--- src/command_frame_deframer_popcount_check_macros.svh ---
// Assertion macros shared by the deframer RTL.
`ifndef COMMAND_FRAME_DEFRAMER_POPCOUNT_CHECK_MACROS_SVH
`define COMMAND_FRAME_DEFRAMER_POPCOUNT_CHECK_MACROS_SVH

// Clocked check, held off while reset is high.
`define CFDPC_ASSERT(lbl, clk, rst, prop, msg) \
   lbl: assert property (@(posedge clk) disable iff (rst) (prop)) else $error(msg);

// Clocked check that also holds during reset.
`define CFDPC_ASSERT_ALWAYS(lbl, clk, prop, msg) \
   lbl: assert property (@(posedge clk) (prop)) else $error(msg);

`endif

--- src/cfdpc_pkg.sv ---
// Types, constants and helpers for the command frame deframer.
`timescale 1ns / 1ps
`default_nettype none

package cfdpc_pkg;

   // header (5 bytes) plus check byte
   localparam logic [15:0] HDR_AND_CHECK = 16'd6;

   localparam int RSP_DATA_W = 48;

   typedef enum logic [6:0] {
      PH_CNT_LO  = 7'b0000001,
      PH_CNT_HI  = 7'b0000010,
      PH_FLAGS   = 7'b0000100,
      PH_LEN_LO  = 7'b0001000,
      PH_LEN_HI  = 7'b0010000,
      PH_PAYLOAD = 7'b0100000,
      PH_CHECK   = 7'b1000000
   } phase_type;

   typedef struct packed {
      logic        out_kind;
      logic [7:0]  payload_byte;
      logic [15:0] pkt_count;
      logic        drive_flag;
      logic        status_flag;
      logic        sleep_flag;
      logic        ack_flag;
      logic [15:0] frame_length;
      logic        check_ok;
      logic        length_error;
   } rsp_type;

   function automatic logic [3:0] popcount8(input logic [7:0] v);
      logic [3:0] n;
      n = 4'd0;
      for (int i = 0; i < 8; i++) begin
         n = n + {3'b000, v[i]};
      end
      return n;
   endfunction

   // lowest bit first: payload_byte, pkt_count, drive, status, sleep, ack,
   // frame_length, check_ok, length_error, zero fill
   function automatic logic [RSP_DATA_W-1:0] pack_tdata(input rsp_type r);
      return {2'b00, r.length_error, r.check_ok, r.frame_length,
              r.ack_flag, r.sleep_flag, r.status_flag, r.drive_flag,
              r.pkt_count, r.payload_byte};
   endfunction

endpackage

`default_nettype wire

--- src/cfdpc_parse.sv ---
// Frame parser: phase tracking, header capture, popcount sum and result build.
`timescale 1ns / 1ps
`default_nettype none

`include "command_frame_deframer_popcount_check_macros.svh"

module cfdpc_parse (
   input  wire logic             clock,
   input  wire logic             reset,
   input  wire logic             step,
   input  wire logic [7:0]       rx_byte,
   output logic                  res_valid,
   output cfdpc_pkg::rsp_type    res
);
   import cfdpc_pkg::*;

   phase_type   phase_ff, phase_in;
   logic [15:0] remain_ff, remain_in;
   logic [15:0] count_ff, count_in;
   logic [3:0]  flag_ff, flag_in;
   logic [15:0] length_ff, length_in;
   logic [7:0]  sum_ff, sum_in;
   logic [3:0]  pc;
   logic [15:0] len_word;
   logic [7:0]  sum_add;
   logic        summary;
   logic        ok;
   logic        err;

   assign pc       = popcount8(rx_byte);
   assign sum_add  = sum_ff + {4'b0000, pc};
   assign len_word = {rx_byte, length_ff[7:0]};

   always_comb begin
      phase_in  = phase_ff;
      remain_in = remain_ff;
      count_in  = count_ff;
      flag_in   = flag_ff;
      length_in = length_ff;
      sum_in    = sum_ff;
      res_valid = 1'b0;
      summary   = 1'b0;
      ok        = 1'b0;
      err       = 1'b0;
      case (phase_ff)
         PH_CNT_HI: begin
            count_in = {rx_byte, count_ff[7:0]};
            sum_in   = sum_add;
            phase_in = PH_FLAGS;
         end
         PH_FLAGS: begin
            flag_in  = rx_byte[3:0];
            sum_in   = sum_add;
            phase_in = PH_LEN_LO;
         end
         PH_LEN_LO: begin
            length_in = {8'h00, rx_byte};
            sum_in    = sum_add;
            phase_in  = PH_LEN_HI;
         end
         PH_LEN_HI: begin
            length_in = len_word;
            sum_in    = sum_add;
            if (len_word < HDR_AND_CHECK) begin
               // short frame: report and resync
               res_valid = 1'b1;
               summary   = 1'b1;
               err       = 1'b1;
               phase_in  = PH_CNT_LO;
            end else begin
               remain_in = len_word - HDR_AND_CHECK;
               phase_in  = (len_word == HDR_AND_CHECK) ? PH_CHECK : PH_PAYLOAD;
            end
         end
         PH_PAYLOAD: begin
            sum_in    = sum_add;
            remain_in = remain_ff - 16'd1;
            res_valid = 1'b1;
            if (remain_ff == 16'd1) begin
               phase_in = PH_CHECK;
            end
         end
         PH_CHECK: begin
            res_valid = 1'b1;
            summary   = 1'b1;
            ok        = (sum_ff == rx_byte);
            phase_in  = PH_CNT_LO;
         end
         default: begin
            // count low byte opens a new frame
            count_in  = {8'h00, rx_byte};
            flag_in   = 4'h0;
            length_in = 16'h0000;
            remain_in = 16'h0000;
            sum_in    = {4'b0000, pc};
            phase_in  = PH_CNT_HI;
         end
      endcase
   end

   always_comb begin
      res = '0;
      if (summary) begin
         res.out_kind     = 1'b1;
         res.pkt_count    = count_ff;
         res.drive_flag   = flag_ff[0];
         res.status_flag  = flag_ff[1];
         res.sleep_flag   = flag_ff[2];
         res.ack_flag     = flag_ff[3];
         res.frame_length = length_in;
         res.check_ok     = ok;
         res.length_error = err;
      end else begin
         res.payload_byte = rx_byte;
      end
   end

   always_ff @(posedge clock) begin
      if (reset) begin
         phase_ff  <= PH_CNT_LO;
         remain_ff <= 16'h0000;
         count_ff  <= 16'h0000;
         flag_ff   <= 4'h0;
         length_ff <= 16'h0000;
         sum_ff    <= 8'h00;
      end else if (step) begin
         phase_ff  <= phase_in;
         remain_ff <= remain_in;
         count_ff  <= count_in;
         flag_ff   <= flag_in;
         length_ff <= length_in;
         sum_ff    <= sum_in;
      end
   end

   `CFDPC_ASSERT(a_payload_phase, clock, reset, (res_valid && !res.out_kind) |-> (phase_ff == PH_PAYLOAD), "payload word outside payload phase")
   `CFDPC_ASSERT(a_err_not_ok, clock, reset, (res_valid && res.length_error) |-> (!res.check_ok && phase_ff == PH_LEN_HI), "length error summary malformed")
   `CFDPC_ASSERT(a_check_resync, clock, reset, (step && phase_ff == PH_CHECK) |=> (phase_ff == PH_CNT_LO), "no resync after check byte")
   `CFDPC_ASSERT(a_last_payload, clock, reset, (step && phase_ff == PH_PAYLOAD && remain_ff == 16'd1) |=> (phase_ff == PH_CHECK), "last payload word did not reach check")

endmodule

`default_nettype wire

--- src/cfdpc_out_reg.sv ---
// Result register on the master side of the stream.
`timescale 1ns / 1ps
`default_nettype none

`include "command_frame_deframer_popcount_check_macros.svh"

module cfdpc_out_reg (
   input  wire logic                                  clock,
   input  wire logic                                  reset,
   input  wire logic                                  load,
   input  wire cfdpc_pkg::rsp_type                    res,
   output logic                                       free,
   output logic                                       rsp_tvalid,
   input  wire logic                                  rsp_tready,
   output logic [cfdpc_pkg::RSP_DATA_W-1:0]           rsp_tdata,
   output logic                                       rsp_tuser
);
   import cfdpc_pkg::*;

   logic    valid_ff, valid_in;
   rsp_type data_ff;

   assign free     = !valid_ff || rsp_tready;
   assign valid_in = load || (valid_ff && !rsp_tready);

   always_ff @(posedge clock) begin
      if (reset) begin
         valid_ff <= 1'b0;
      end else begin
         valid_ff <= valid_in;
      end
   end

   always_ff @(posedge clock) begin
      if (load) begin
         data_ff <= res;
      end
   end

   assign rsp_tvalid = valid_ff;
   assign rsp_tdata  = pack_tdata(data_ff);
   assign rsp_tuser  = data_ff.out_kind;

   `CFDPC_ASSERT(a_no_overwrite, clock, reset, load |-> free, "result word overwritten while stalled")
   `CFDPC_ASSERT_ALWAYS(a_reset_empty, clock, reset |=> !rsp_tvalid, "result valid right after reset")

endmodule

`default_nettype wire

--- src/command_frame_deframer_popcount_check.sv ---
// Top level of the command frame deframer with popcount check.
//
//  channel | dir | handshake             | payload
//  req     | in  | req_tvalid/req_tready | tdata[7:0] rx_byte
//  rsp     | out | rsp_tvalid/rsp_tready | tuser out_kind, tdata result fields
//
// One byte per cycle while no result stalls: a word is registered in the input
// register, passes through the parser and is registered in the result register.
// Reset is synchronous and clears the parser to wait for a count low byte.
// A stalled result holds the result register; the input register still takes
// one more word, and words that give no result keep moving during a stall.
`timescale 1ns / 1ps
`default_nettype none

module command_frame_deframer_popcount_check (
   input  wire logic                              clock,
   input  wire logic                              reset,
   input  wire logic                              req_tvalid,
   output logic                                   req_tready,
   input  wire logic [7:0]                        req_tdata,   // [7:0] rx_byte
   output logic                                   rsp_tvalid,
   input  wire logic                              rsp_tready,
   // [7:0] payload_byte, [23:8] pkt_count, [24] drive_flag, [25] status_flag,
   // [26] sleep_flag, [27] ack_flag, [43:28] frame_length, [44] check_ok,
   // [45] length_error, [47:46] zero
   output logic [cfdpc_pkg::RSP_DATA_W-1:0]       rsp_tdata,
   output logic                                   rsp_tuser    // [0] out_kind
);
   import cfdpc_pkg::*;

   logic       in_valid_ff, in_valid_in;
   logic [7:0] in_byte_ff;
   logic       req_accept;
   logic       advance;
   logic       res_valid;
   rsp_type    res;
   logic       out_free;

   assign req_accept  = req_tvalid && req_tready;
   assign advance     = in_valid_ff && (!res_valid || out_free);
   assign req_tready  = !in_valid_ff || advance;
   assign in_valid_in = req_accept || (in_valid_ff && !advance);

   always_ff @(posedge clock) begin
      if (reset) begin
         in_valid_ff <= 1'b0;
      end else begin
         in_valid_ff <= in_valid_in;
      end
   end

   always_ff @(posedge clock) begin
      if (req_accept) begin
         in_byte_ff <= req_tdata;
      end
   end

   cfdpc_parse u_parse (
      .clock     (clock),
      .reset     (reset),
      .step      (advance),
      .rx_byte   (in_byte_ff),
      .res_valid (res_valid),
      .res       (res)
   );

   cfdpc_out_reg u_out (
      .clock      (clock),
      .reset      (reset),
      .load       (advance && res_valid),
      .res        (res),
      .free       (out_free),
      .rsp_tvalid (rsp_tvalid),
      .rsp_tready (rsp_tready),
      .rsp_tdata  (rsp_tdata),
      .rsp_tuser  (rsp_tuser)
   );

endmodule

`default_nettype wire
--- config.mk ---
export PLATFORM = sky130hd
export DESIGN_NAME = command_frame_deframer_popcount_check
export DESIGN_NICKNAME = d
export VERILOG_FILES = /design/src/cfdpc_pkg.sv /design/src/cfdpc_parse.sv /design/src/cfdpc_out_reg.sv /design/src/command_frame_deframer_popcount_check.sv
export VERILOG_INCLUDE_DIRS = /design/src /design/src/src
export SDC_FILE = /design/constraint.sdc
export NUM_CORES = 1
export LEC_CHECK = 0
export BUFFER_PORTS_ARGS = -buffer_cell sky130_fd_sc_hd__buf_2
export CAP_MARGIN = 40
export CELL_PAD_IN_SITES_DETAIL_PLACEMENT = 0
export CELL_PAD_IN_SITES_GLOBAL_PLACEMENT = 1
export CORE_MARGIN = 4
export CORE_UTILIZATION = 35
export CTS_CLUSTER_DIAMETER = 30
export CTS_CLUSTER_SIZE = 24
export DETAILED_ROUTE_END_ITERATION = 7
export GPL_TIMING_DRIVEN = 1
export PLACE_DENSITY_LB_ADDON = 0.1
export SYNTH_ARGS = -nofsm -noshare
export SYNTH_HDL_FRONTEND = slang
export SYNTH_SLANG_ARGS = --single-unit
--- constraint.sdc ---
create_clock -name clock -period 7.5 [get_ports clock]
set_input_delay 1.125 -clock clock [delete_from_list [all_inputs] [get_ports clock]]
set_output_delay 1.125 -clock clock [all_outputs]
set_load 0.1 [all_outputs]
---- After elaboration in Yosys (flattened, before gate mapping) ----
Cells that the tools add are included.
operators by class
  reductions and logical operators ........ 29
  add/sub/neg operators ................... 10
  order comparisons ....................... 1
  bitwise logic cells ..................... 5
  mux-type cells .......................... 14
  equality and inequality tests ........... 11
operators by type and width
  cell                                                                            number
  16-bit one-hot mux with 3 select lines                                          2
  7-bit one-hot mux with 6 select lines                                           1
  16-bit one-hot mux with 2 select lines                                          1
  4-bit by 1-bit adder with 4-bit output                                          6
  7-bit two-way mux                                                               3
  16-bit by 1-bit == test with 1-bit output (second input constant)               1
  16-bit by 3-bit == test with 1-bit output (second input constant)               1
  16-bit by 3-bit less-than comparator with 1-bit output (second input constant)  1
  16-bit two-way mux                                                              1
  8-bit one-hot mux with 2 select lines                                           1
  16-bit by 1-bit subtractor with 16-bit output (second input constant)           1
  16-bit by 3-bit subtractor with 16-bit output (second input constant)           1
  5-bit OR reduction                                                              3
  2-bit AND reduction                                                             6
  8-bit by 4-bit adder with 8-bit output                                          1
  8-bit == test                                                                   1
  4-bit one-hot mux with 2 select lines                                           1
  4-bit OR reduction                                                              2
  7-bit by 2-bit == test with 1-bit output (second input constant)                1
  7-bit by 3-bit == test with 1-bit output (second input constant)                1
  7-bit by 4-bit == test with 1-bit output (second input constant)                1
  7-bit by 5-bit == test with 1-bit output (second input constant)                1
  7-bit by 6-bit == test with 1-bit output (second input constant)                1
  7-bit == test (second input constant)                                           1
  other kinds (11)                                                                30
storage, ports and cells
  bits in registers ....................... 124
  input bits .............................. 12
  output and inout port bits .............. 51
  word-level logic and storage cells ...... 90

---- Longest topological paths before layout ----
Gate-level depths: netlist of the first run.
  word-level depth ........................ 9
  mapped depth ............................ 16

---- Hierarchy ----
A second synthesis of the first run with hierarchy kept.
second synthesis, totals
  cell total of the unflattened synthesis .. 627
  area, all modules ....................... 6309.8 µm²
modules (own cells, without submodules)
  module                                 cells an instance  area an instance (µm²)  instances  sequential area each (µm²)
  cfdpc_parse                            557                4513.1                  1          1341.3
  cfdpc_out_reg                          54                 1476.4                  1          1431.4
  command_frame_deframer_popcount_check  16                 320.3                   1          260.2

---- Worst setup path before layout of the first run ----
Ideal clock, no wire load.
  path type ............................... register -> register
  start ................................... register in_byte_ff[0]
  end ..................................... register u_out.data_ff (netlist bit u_out.rsp_tdata[0]) (enable)
  data required time ...................... 7.048 ns
  stages on the path, launching flop included .. 12
  arrival time ............................ 4.132 ns
  path slack .............................. 2.916 ns
  buffers on the path ..................... 3
  setup time .............................. 0.452 ns
  cell sequence ........................... edfxtp_1 -> buf_1 -> inv_1 -> ha_1 -> nor2b_1 -> nand4_1 -> or3_1 -> clkbuf_1 -> inv_2 -> buf_2 -> o21ai_0 -> nor2_1
between the ends
  word-level cells in the longest chain between the ends .. 7
RTL lines
  item                                                        line                                         RTL
  start, declared                                             command_frame_deframer_popcount_check.sv:32  logic [7:0] in_byte_ff;
  start signal, assigned                                      command_frame_deframer_popcount_check.sv:54  in_byte_ff <= req_tdata;
  16-bit by 3-bit less-than comparator with 1-bit output (*)  cfdpc_parse.sv:64                            if (len_word < HDR_AND_CHECK) begin
  1-bit two-way mux (*)                                       cfdpc_parse.sv:64
  1-bit one-hot mux with 2 select lines (*)                   cfdpc_parse.sv:45                            case (phase_ff)
  1-bit logical NOT                                           command_frame_deframer_popcount_check.sv:40  assign advance = in_valid_ff && (!res_valid || out_free);
  1-bit logical OR                                            command_frame_deframer_popcount_check.sv:40
  1-bit logical AND                                           command_frame_deframer_popcount_check.sv:40
  1-bit logical AND (*)                                       command_frame_deframer_popcount_check.sv:70  .load (advance && res_valid),
  via u_out.load                                              cfdpc_out_reg.sv:10                          input wire logic load,
  end signal, assigned                                        cfdpc_out_reg.sv:36                          data_ff <= res;
  end, declared                                               cfdpc_out_reg.sv:21                          rsp_type data_ff;
Mark *: on every way through the listed nets, which the timed path passes. The rest lies on a longest branch.
A chain may end at the register's enable or synchronous reset.

---- Worst setup path after layout of the first run ----
  start ................................... register in_byte_ff[0]
  end ..................................... register u_parse.sum_ff[7]
between the ends
  word-level cells in the longest chain between the ends .. 9
RTL lines
  item                                                  line                RTL
  1-bit by 1-bit adder with 2-bit output                cfdpc_pkg.sv:39     n = n + {3'b000, v[i]};
  4-bit by 1-bit adder with 4-bit output (6 in series)  cfdpc_pkg.sv:39
  8-bit by 4-bit adder with 8-bit output                cfdpc_parse.sv:31   assign sum_add = sum_ff + {4'b0000, pc};
  8-bit one-hot mux with 2 select lines                 cfdpc_parse.sv:45
  end signal, assigned                                  cfdpc_parse.sv:132  sum_ff <= sum_in;
  end, declared                                         cfdpc_parse.sv:22   logic [7:0] sum_ff, sum_in;
Parallel ways exist; a longest one is shown, timed or not.

==> flow_metrics.py, run 1 <==
metrics = {
    "setup_path": {
        "path_class": "register to register",
        "slowest_stage": "edfxtp_1",
        "end_kind": "register",
        "r2r-end": "u_parse.sum_ff[7]$_SDFFE_PP0P_",
        "worst-path-buf-inv": 2,
        "ff2ff_path_depth": 14,
        "worstSetupStartpointType": "register",
        "crit_arrival_ns": 5.05,
        "cp-startpoint": "in_byte_ff[0]$_DFFE_PP_",
        "crit_family": "adder cells",
        "slowest_delay_ns": 0.76,
        "crit_chain": "inv_1, ha_1, inv_1, fa_1, fa_1, fa_1, fa_1, xnor2_1, ha_1, nand3_1, a21boi_0, o2111ai_1, or4_1, a21oi_1",
        "r2r_slack_ns": 2.79,
        "r2r_start": "in_byte_ff[0]$_DFFE_PP_",
        "critPathMaxFanout": 14,
        "crit_path_frequent_cell": "fa_1",
        "worstPathRequired_ns": 7.85,
    },
    "synthesis": {
        "yosysTopAreaCell": "edfxtp_1",
        "synth_top_area_share": 0.267,
        "synth_common_cells": "dfxtp_1, a21oi_1, edfxtp_1, nor2_1, clkbuf_1",
        "synth_seq_cells": 124,
        "synth_ff_type": "dfxtp_1",
        "syn_inst": 643,
        "synth_area_leaders": "edfxtp_1, dfxtp_1, a21oi_1",
        "seq_area_frac_synth": 0.490,
        "ys_async_sr_fraction": 0,
        "synth_area_per_cell_um2": 9.62,
        "syn-cell-area_mm2": 0.00619,
        "yosysMostFrequentCell": "dfxtp_1",
        "yosysUniqueCellTypes": 60,
        "synth-edff-count": 55,
        "yosysWarnings": 0,
    },
    "clocking": {
        "cts_tree": "yes",
        "post_cts_buffers": 0,
        "clockRootBuffer": "clkbuf_16",
        "cts_buffer_depth": 2,
        "cts.sinks": 124,
        "post_cts_resized": 0,
        "cts_max_level": 4,
        "cts_buffers": 17,
        "clk_latency_ns": 0.42,
        "clk_pin_slew_ns": 0.06,
        "cts_hold_buf": 0,
    },
    "layout": {
        "drive_gt1_frac": 0.168,
        "n_antenna_cell": 0,
        "fillers": 1673,
        "area_delta_synth_final_pct": 17.9,
        "stdcell_area_mm2": 0.00729,
        "num-nets-final": 711,
    },
    "floorplanning": {
        "std_cell_rows": 48,
        "dieArea_mm2": 0.0199,
        "die_y_um": 141,
        "num_io_pins": 63,
        "start_util": 0.358,
        "die_x_um": 141,
        "core_mm2": 0.0173,
    },
    "drt": {
        "vias": 5058,
        "drc": 0,
        "drt-initial-drc-count": 386,
        "avgRoutedWirePerCell_um": 19.3,
        "dr.pass1.iters": 5,
        "antenna_left": 0,
        "totalWireLength_mm": 17.7,
        "viasPerCell": 5.50,
    },
    "placement": {
        "placement.io_buffers": 60,
        "dpl.hpwl_mm": 11.8,
        "gp_congestion": 0.809,
        "place_ws_ns": 2.83,
        "place_area_mm2": 0.00667,
    },
    "pwr": {
        "power.density_mw_per_mm2": 245,
        "p_leak_nw": 2.49,
        "ir_worst_vdd_mv": 0.151,
    },
    "global_routing": {
        "gr-total-overflow": 0,
        "grt_max_degree": 60,
        "antenna_found_initial": 0,
        "first_global_vias": 4984,
        "track_usage": 0.182,
        "grt_pass1_wl_mm": 28.4,
    },
    "hold_path": {
        "hold_start": "u_parse.count_ff[15]$_SDFFE_PP0P_",
        "hp-class": "register to register",
        "hold_end": "u_parse.count_ff[15]$_SDFFE_PP0P_",
        "holdPathStages": 2,
    },
    "sta": {
        "fin_crit_ns": 4.71,
        "post-route-period-util": 0.628,
        "fin_ws_ns": 2.79,
        "worstMarginPinSlew_ns": 0.881,
        "slew_violations": 0,
        "skew_ns": 0.0114,
        "setup_viol": 0,
        "max_freq_ghz": 0.212,
        "hold_viol_final": 0,
        "rsz0062_at_grt": "no",
        "whs_ns": 0.449,
        "slew_headroom": 0.408,
        "finalSetupTns_ns": 0,
    },
    "job": {
        "maxCapViolCount": 0,
    },
    "outcome": {
        "status": "finished, final reports clean",
    },
}
==> flip-flops by register name, summed over array words and instances, names as in the netlist <==
register           flops
in_byte_ff             8
in_valid_ff            1
u_out.rsp_tdata       46
u_out.rsp_tuser        1
u_out.rsp_tvalid       1
u_parse.count_ff      16
u_parse.flag_ff        4
u_parse.length_ff     16
u_parse.phase_ff       7
u_parse.remain_ff     16
u_parse.sum_ff         8
==> tightest hold or removal path, delay by kind of cell (launching register included) <==
family             cells  cell delay, ns
DFF                    1            0.30
AOI/OAI and AO/OA      1            0.05
and+or+nand+nor        1            0.05
==> how the worst max path moves through the flow <==
stage / end / slack, ns / depth (start not counted)
3_5_place_dp: u_parse.sum_ff[7]$_SDFFE_PP0P_ / 2.83 / 14
2_1_floorplan: u_out.rsp_tdata[0]$_SDFFCE_PP0P_ / 2.92 / 11
3_3_place_gp: u_parse.sum_ff[7]$_SDFFE_PP0P_ / 3.01 / 14
4_1_cts: u_parse.sum_ff[7]$_SDFFE_PP0P_ / 2.79 / 14
6_report: u_parse.sum_ff[7]$_SDFFE_PP0P_ / 2.79 / 14
5_1_grt: u_parse.sum_ff[7]$_SDFFE_PP0P_ / 2.63 / 14
==> cells in the final DEF (no fill, tap or decap), types with 18 or more instances in the layout <==
cell type / n
o21ai_0: 33
edfxtp_1: 55
buf_2: 60
nor3_1: 22
dfxtp_1: 69
nor2_1: 47
xnor2_1: 18
nand3_1: 28
nand2_1: 30
inv_1: 22
a21oi_1: 63
and2_1: 24
==> report_power, final <==
group / switching [W] / leakage, nW / total, W / internal (W)
Sequential: 0.0000248 / 1.03 / 0.000740 / 0.000715
Clock: 0.000328 / 0.300 / 0.000866 / 0.000539
Combinational: 0.000115 / 1.16 / 0.000182 / 0.0000669
Total: 0.000467 / 2.49 / 0.00179 / 0.00132
==> per-layer routing <==
metal  GRT usage  wire length (µm)  part of all wire  vias to the layer above
met3      0.0360               732             0.041                       27
met2       0.288              8320              0.47                      126
met4      0.0637               292             0.016                        0
li1            -                 -                 -                     2457
met1       0.249              8380              0.47                     2448
met5           0                 0                 0                        -
==> cells by family (layout without fill, tap and decap cells) <==
logic type | count (synthesis) | after routing | synth area share
AND/OR/NAND/NOR | 213 | 213 | 0.184
AO/OA/AOI/OAI | 176 | 176 | 0.182
flip-flops | 124 | 124 | 0.490
buffers and inverters | 75 | 126 | 0.0475
XOR/XNOR | 26 | 26 | 0.0368
adder cells (fa/ha/maj) | 17 | 17 | 0.0404
multiplexers | 11 | 11 | 0.0178
other | 1 | 2 | 0.000606
==> metrics by stage <==
step / utilization / cells / total power (W)
final: 0.422 / 920 / 0.00179
after global routing: 0.422 / 920 / 0.00186
after CTS: 0.422 / 920 / 0.00180
after detailed placement: 0.386 / 888 / 0.000935
after global placement: 0.384 / 886 / 0.000929
after floorplan: - / 644 / 0.000882
==> cell type report <==
type	instances	area (µm²)	area share
clock inverters	14	183	0.0250
repair buffers	70	387	0.0530
multi-input cells	445	2880	0.395
inverters	24	90.1	0.0124
flip-flops and latches	124	3030	0.416
clock buffers	18	439	0.0602
well taps	225	282	0.0386
(Power assumes the default switching activity.)
==> run 2, diff against run 1 <==
==> constraint.sdc (replaced) <==
create_clock -name clock -period 4.3 [get_ports clock]
set_input_delay 0.645 -clock clock [delete_from_list [all_inputs] [get_ports clock]]
set_output_delay 0.645 -clock clock [all_outputs]
set_load 0.1 [all_outputs]
==> run 2 against run 1 <==
  * Maximum frequency increased by 15%
  * Critical path depth unchanged
  * Flip-flop and latch count unchanged
  * Final cell count increased by 0.87%
  * Clock-buffer cell count unchanged
  * Highest routed layer unchanged
  * Largest cell class unchanged
  * Utilization increased by 0.54 points
  * Sequential share of layout area decreased by 0.52 points
  * Sequential power increased by 72%
  * Die area unchanged
  * Non-clock buffer count increased by 8
==> flow_metrics.py, run 2 (synthesis results as in run 1) <==
metrics = {
    "floorplanning": {
        "die_y_um": 141,
        "dieArea_mm2": 0.0199,
        "std_cell_rows": 48,
        "core_mm2": 0.0173,
        "start_util": 0.358,
        "die_x_um": 141,
        "num_io_pins": 63,
    },
    "outcome": {
        "status": "finished, final reports clean",
    },
    "layout": {
        "n_antenna_cell": 0,
        "num-nets-final": 719,
        "largest_register_ffs": 46,
        "fillers": 1715,
        "area_delta_synth_final_pct": 19.4,
        "drive_gt1_frac": 0.176,
        "final_util": 0.427,
        "layout_commonest_cell": "dfxtp_1",
        "seqCellArea_mm2": 0.00303,
        "final_cell_mix": "dfxtp_1, a21oi_1, buf_2",
        "multi_input_area_mm2": 0.00288,
    },
    "hold_path": {
        "hp-class": "input pin to register",
        "hold_start": "req_tdata[7]",
    },
    "setup_path": {
        "slowest_stage": "fa_1",
        "worstPathRequired_ns": 4.65,
        "crit_arrival_ns": 4.44,
        "path_class": "register to register",
        "slowest_delay_ns": 0.47,
        "end_kind": "register",
        "critPathMaxFanout": 3,
        "crit_chain": "inv_1, ha_1, inv_1, fa_1, fa_1, fa_1, fa_1, xnor2_1, ha_1, nand3_1, a21boi_2, o2111ai_1, or4_1, a21oi_1",
        "worstSetupStartpointType": "register",
        "cp-startpoint": "in_byte_ff[0]$_DFFE_PP_",
        "crit_path_frequent_cell": "fa_1",
        "r2r_start": "in_byte_ff[0]$_DFFE_PP_",
    },
    "sta": {
        "finalSetupTns_ns": 0,
        "worstMarginPinSlew_ns": 0.806,
        "rsz0062_at_grt": "no",
        "setup_viol": 0,
        "skew_ns": 0.0118,
        "slew_headroom": 0.462,
        "fin_crit_ns": 4.09,
        "hold_viol_final": 0,
        "max_freq_ghz": 0.245,
        "slew_violations": 0,
        "post-route-period-util": 0.951,
    },
    "clocking": {
        "cts_max_level": 4,
        "post_cts_resized": 0,
        "clockRootBuffer": "clkbuf_16",
        "clk_pin_slew_ns": 0.06,
        "cts_tree": "yes",
        "post_cts_buffers": 0,
        "clk_latency_ns": 0.42,
        "cts.sinks": 124,
        "cts_buffers": 17,
        "cts_buffer_depth": 2,
        "cts_hold_buf": 0,
    },
    "drt": {
        "avgRoutedWirePerCell_um": 19.3,
        "totalWireLength_mm": 17.9,
        "antenna_left": 0,
        "drt-initial-drc-count": 284,
        "viasPerCell": 5.51,
        "vias": 5114,
        "dr.pass1.iters": 6,
        "drc": 0,
    },
    "global_routing": {
        "track_usage": 0.185,
        "first_global_vias": 5090,
        "grt_max_degree": 41,
        "antenna_found_initial": 0,
        "grt_pass1_wl_mm": 28.5,
        "gr-total-overflow": 0,
    },
    "pwr": {
        "intPower_w": 0.00237,
        "power.share.switching": 0.259,
        "p_leak_nw": 2.54,
        "netSwitchingPower_w": 0.000828,
        "totalPowerFinal_w": 0.00320,
        "seq_power_share": 0.397,
        "comb_power_share": 0.110,
        "ir_worst_vdd_mv": 0.271,
        "power.share.clock": 0.493,
        "power.density_mw_per_mm2": 433,
    },
    "placement": {
        "dpl.hpwl_mm": 12.4,
        "placement.io_buffers": 60,
        "gp_congestion": 0.807,
    },
    "job": {
        "maxCapViolCount": 0,
    },
}
-- run 2: cell type report --
type / instances / area share
sequential: 124 / 0.411
multi-input combinational: 445 / 0.390
tap: 225 / 0.0381
inverter: 24 / 0.0122
clock buffer: 18 / 0.0595
clock inverter: 14 / 0.0281
timing repair buffer: 78 / 0.0617
-- run 2: worst paths after layout --
check / end / slack, ns / depth (start not counted)
hold reg to reg: u_parse.count_ff[10]$_SDFFE_PP0P_ / 0.45 / 2
setup / recovery: u_parse.sum_ff[7]$_SDFFE_PP0P_ / 0.21 / 14
hold / removal: in_byte_ff[7]$_DFFE_PP_ / 0.40 / 1
setup reg to reg: u_parse.sum_ff[7]$_SDFFE_PP0P_ / 0.21 / 14
-- run 2: worst max-delay path: cells and delay by family, from the launching register on --
family	cells	cell delay, ns
adder cells (fa/ha/maj)	6	2.29
AO/OA/AOI/OAI	3	0.47
XOR/XNOR	1	0.18
buffers and inverters	2	0.18
flip-flops	1	0.38
AND/OR/NAND/NOR	2	0.53
-- run 2: per-stage QoR --
step	instances	worst slack (ns)	hold slack (ns)	cell area [µm²]
detailed placement	896	0.114	0.441	6740
CTS	928	0.0683	0.384	7380
global route	928	0.0357	0.381	7390
finish	928	0.210	0.401	7390
floorplan	644	0.0526	0.427	6190
global placement	895	0.264	0.437	6720
-- run 2: metal layers --
layer,track usage,up-vias,part of all wire,wire length (µm)
met1,0.233,2507,0.45,8110
met4,0.0648,0,0.016,281
met5,0,-,0,0
met2,0.316,122,0.49,8820
met3,0.0363,16,0.039,694
li1,-,2469,-,-
-- run 2: power by group through the flow --
stage | logic [W] | clock network [W] | registers (W)
after floorplan | 0.000239 | 0 | 0.00130
after global placement | 0.000337 | 0 | 0.00130
after detailed placement | 0.000350 | 0 | 0.00130
after CTS | 0.000353 | 0.00161 | 0.00127
after global routing | 0.000395 | 0.00166 | 0.00127
final | 0.000352 | 0.00158 | 0.00127
==> run 3, diff against run 2 <==
--- a/config.mk
+++ b/config.mk
@@ -16,7 +16,7 @@
 export CTS_CLUSTER_SIZE = 24
 export DETAILED_ROUTE_END_ITERATION = 7
 export GPL_TIMING_DRIVEN = 1
-export PLACE_DENSITY_LB_ADDON = 0.1
+export PLACE_DENSITY = 0.63
 export SYNTH_ARGS = -nofsm -noshare
 export SYNTH_HDL_FRONTEND = slang
 export SYNTH_SLANG_ARGS = --single-unit
==> run 3 against run 2 <==
  * Design area shrank 0.80%
  * Combinational power shrank 5.7%
  * Critical path depth is the same
  * Highest routed layer unchanged
==> flow_metrics.py, run 3 (synthesis results as in run 1) <==
metrics = {
    "sta": {
        "setup_viol": 0,
        "rsz0062_at_grt": "no",
        "slew_headroom": 0.458,
        "fin_crit_ns": 4.03,
        "finalSetupTns_ns": 0,
        "post-route-period-util": 0.937,
        "max_freq_ghz": 0.248,
        "worstMarginPinSlew_ns": 0.807,
        "slew_violations": 0,
        "skew_ns": 0.0103,
        "hold_viol_final": 0,
    },
    "floorplanning": {
        "die_y_um": 141,
        "core_mm2": 0.0173,
        "start_util": 0.358,
        "die_x_um": 141,
        "num_io_pins": 63,
        "std_cell_rows": 48,
        "dieArea_mm2": 0.0199,
    },
    "setup_path": {
        "crit_chain": "inv_1, ha_1, inv_1, fa_1, fa_1, fa_1, fa_1, xnor2_1, ha_1, nand3_1, a21boi_1, o2111ai_1, or4_1, a21oi_1",
        "crit_arrival_ns": 4.39,
        "worstSetupStartpointType": "register",
        "crit_path_frequent_cell": "fa_1",
        "slowest_delay_ns": 0.45,
        "critPathMaxFanout": 3,
        "end_kind": "register",
        "worstPathRequired_ns": 4.66,
        "path_class": "register to register",
        "slowest_stage": "fa_1",
    },
    "pwr": {
        "p_leak_nw": 2.52,
        "ir_worst_vdd_mv": 0.273,
        "power.density_mw_per_mm2": 413,
    },
    "layout": {
        "layout_commonest_cell": "dfxtp_1",
        "layout.cells.non_filler": 929,
        "largest_register_ffs": 46,
        "final_cell_mix": "dfxtp_1, a21oi_1, buf_2",
        "n_antenna_cell": 0,
        "num-nets-final": 720,
        "area_delta_synth_final_pct": 18.4,
        "drive_gt1_frac": 0.176,
    },
    "clocking": {
        "cts_max_level": 4,
        "cts.sinks": 124,
        "cts_buffer_depth": 2,
        "clk_latency_ns": 0.42,
        "clk_pin_slew_ns": 0.06,
        "cts_tree": "yes",
        "clockRootBuffer": "clkbuf_16",
        "cts_buffers": 17,
        "cts_hold_buf": 0,
    },
    "drt": {
        "dr.pass1.iters": 4,
        "vias": 5120,
        "drc": 0,
        "totalWireLength_mm": 17.4,
        "avgRoutedWirePerCell_um": 18.7,
        "antenna_left": 0,
        "drt-initial-drc-count": 364,
        "viasPerCell": 5.51,
    },
    "outcome": {
        "status": "finished, final reports clean",
    },
    "placement": {
        "placement.io_buffers": 60,
        "dp.cells": 897,
        "dpl.hpwl_mm": 11.9,
        "gp_congestion": 0.825,
    },
    "global_routing": {
        "antenna_found_initial": 0,
        "gr-total-overflow": 0,
        "grt_max_degree": 48,
        "track_usage": 0.180,
        "first_global_vias": 5080,
        "grt_pass1_wl_mm": 28.1,
    },
    "job": {
        "maxCapViolCount": 0,
    },
    "hold_path": {
        "hp-class": "input pin to register",
    },
}
[run 3: layer usage]
| metal | global-route usage | up-vias | wire length (µm) |
|---|---|---|---|
| li1 | - | 2467 | - |
| met1 | 0.238 | 2497 | 8030 |
| met2 | 0.293 | 133 | 8220 |
| met3 | 0.0387 | 23 | 836 |
| met4 | 0.0612 | 0 | 332 |
| met5 | 0 | - | 0 |
[run 3: critical path, delay by kind of cell, from the launching register on]
family / cells / cell delay [ns]
adder cells (fa/ha/maj): 6 / 2.25
XOR/XNOR: 1 / 0.18
AND/OR/NAND/NOR: 2 / 0.53
flip-flops: 1 / 0.39
buffers and inverters: 2 / 0.16
AO/OA/AOI/OAI: 3 / 0.46
[run 3: through the flow]
| stage | cell area [µm²] | hold WS (ns) | power [W] | utilization | worst slack (ns) |
|---|---|---|---|---|---|
| after global routing | 7330 | 0.386 | 0.00315 | 0.424 | 0.0293 |
| after detailed placement | 6750 | 0.443 | 0.00163 | 0.390 | 0.211 |
| after CTS | 7330 | 0.379 | 0.00306 | 0.424 | 0.196 |
| final | 7330 | 0.395 | 0.00303 | 0.424 | 0.271 |
| after global placement | 6720 | 0.439 | 0.00162 | 0.389 | 0.325 |
| after floorplan | 6190 | 0.427 | 0.00154 | - | 0.0526 |
[run 3: final timing paths]
kind         depth (start not counted)                                 to  slack (ns)                              start
max                                 14     u_parse.sum_ff[7]$_SDFFE_PP0P_        0.27            in_byte_ff[0]$_DFFE_PP_
min                                  1            in_byte_ff[5]$_DFFE_PP_        0.39                       req_tdata[5]
max reg2reg                         14     u_parse.sum_ff[7]$_SDFFE_PP0P_        0.27            in_byte_ff[0]$_DFFE_PP_
min reg2reg                          2  u_parse.count_ff[10]$_SDFFE_PP0P_        0.45  u_parse.count_ff[10]$_SDFFE_PP0P_
[run 3: layout make-up]
class	count	area (µm²)
Tap cell	225	282
Clock inverter	14	130
Timing Repair Buffer	79	467
Sequential cell	124	3030
Multi-Input combinational cell	445	2880
Fill cell	1703	9970
Clock buffer	18	450
Inverter	24	90.1
[run 3: report_power, final]
part           switching [W]  internal [W]  leakage (nW)
clock network       0.000579      0.000840         0.285
registers          0.0000280       0.00125          1.03
logic               0.000212      0.000120          1.20
[run 3: repair_timing]
| item | 4_1_cts | 5_1_grt |
|---|---|---|
| resized for setup | 0 | 1 |
| setup endpoints to repair | 0 | 2 |
| setup buffers | 0 | 0 |
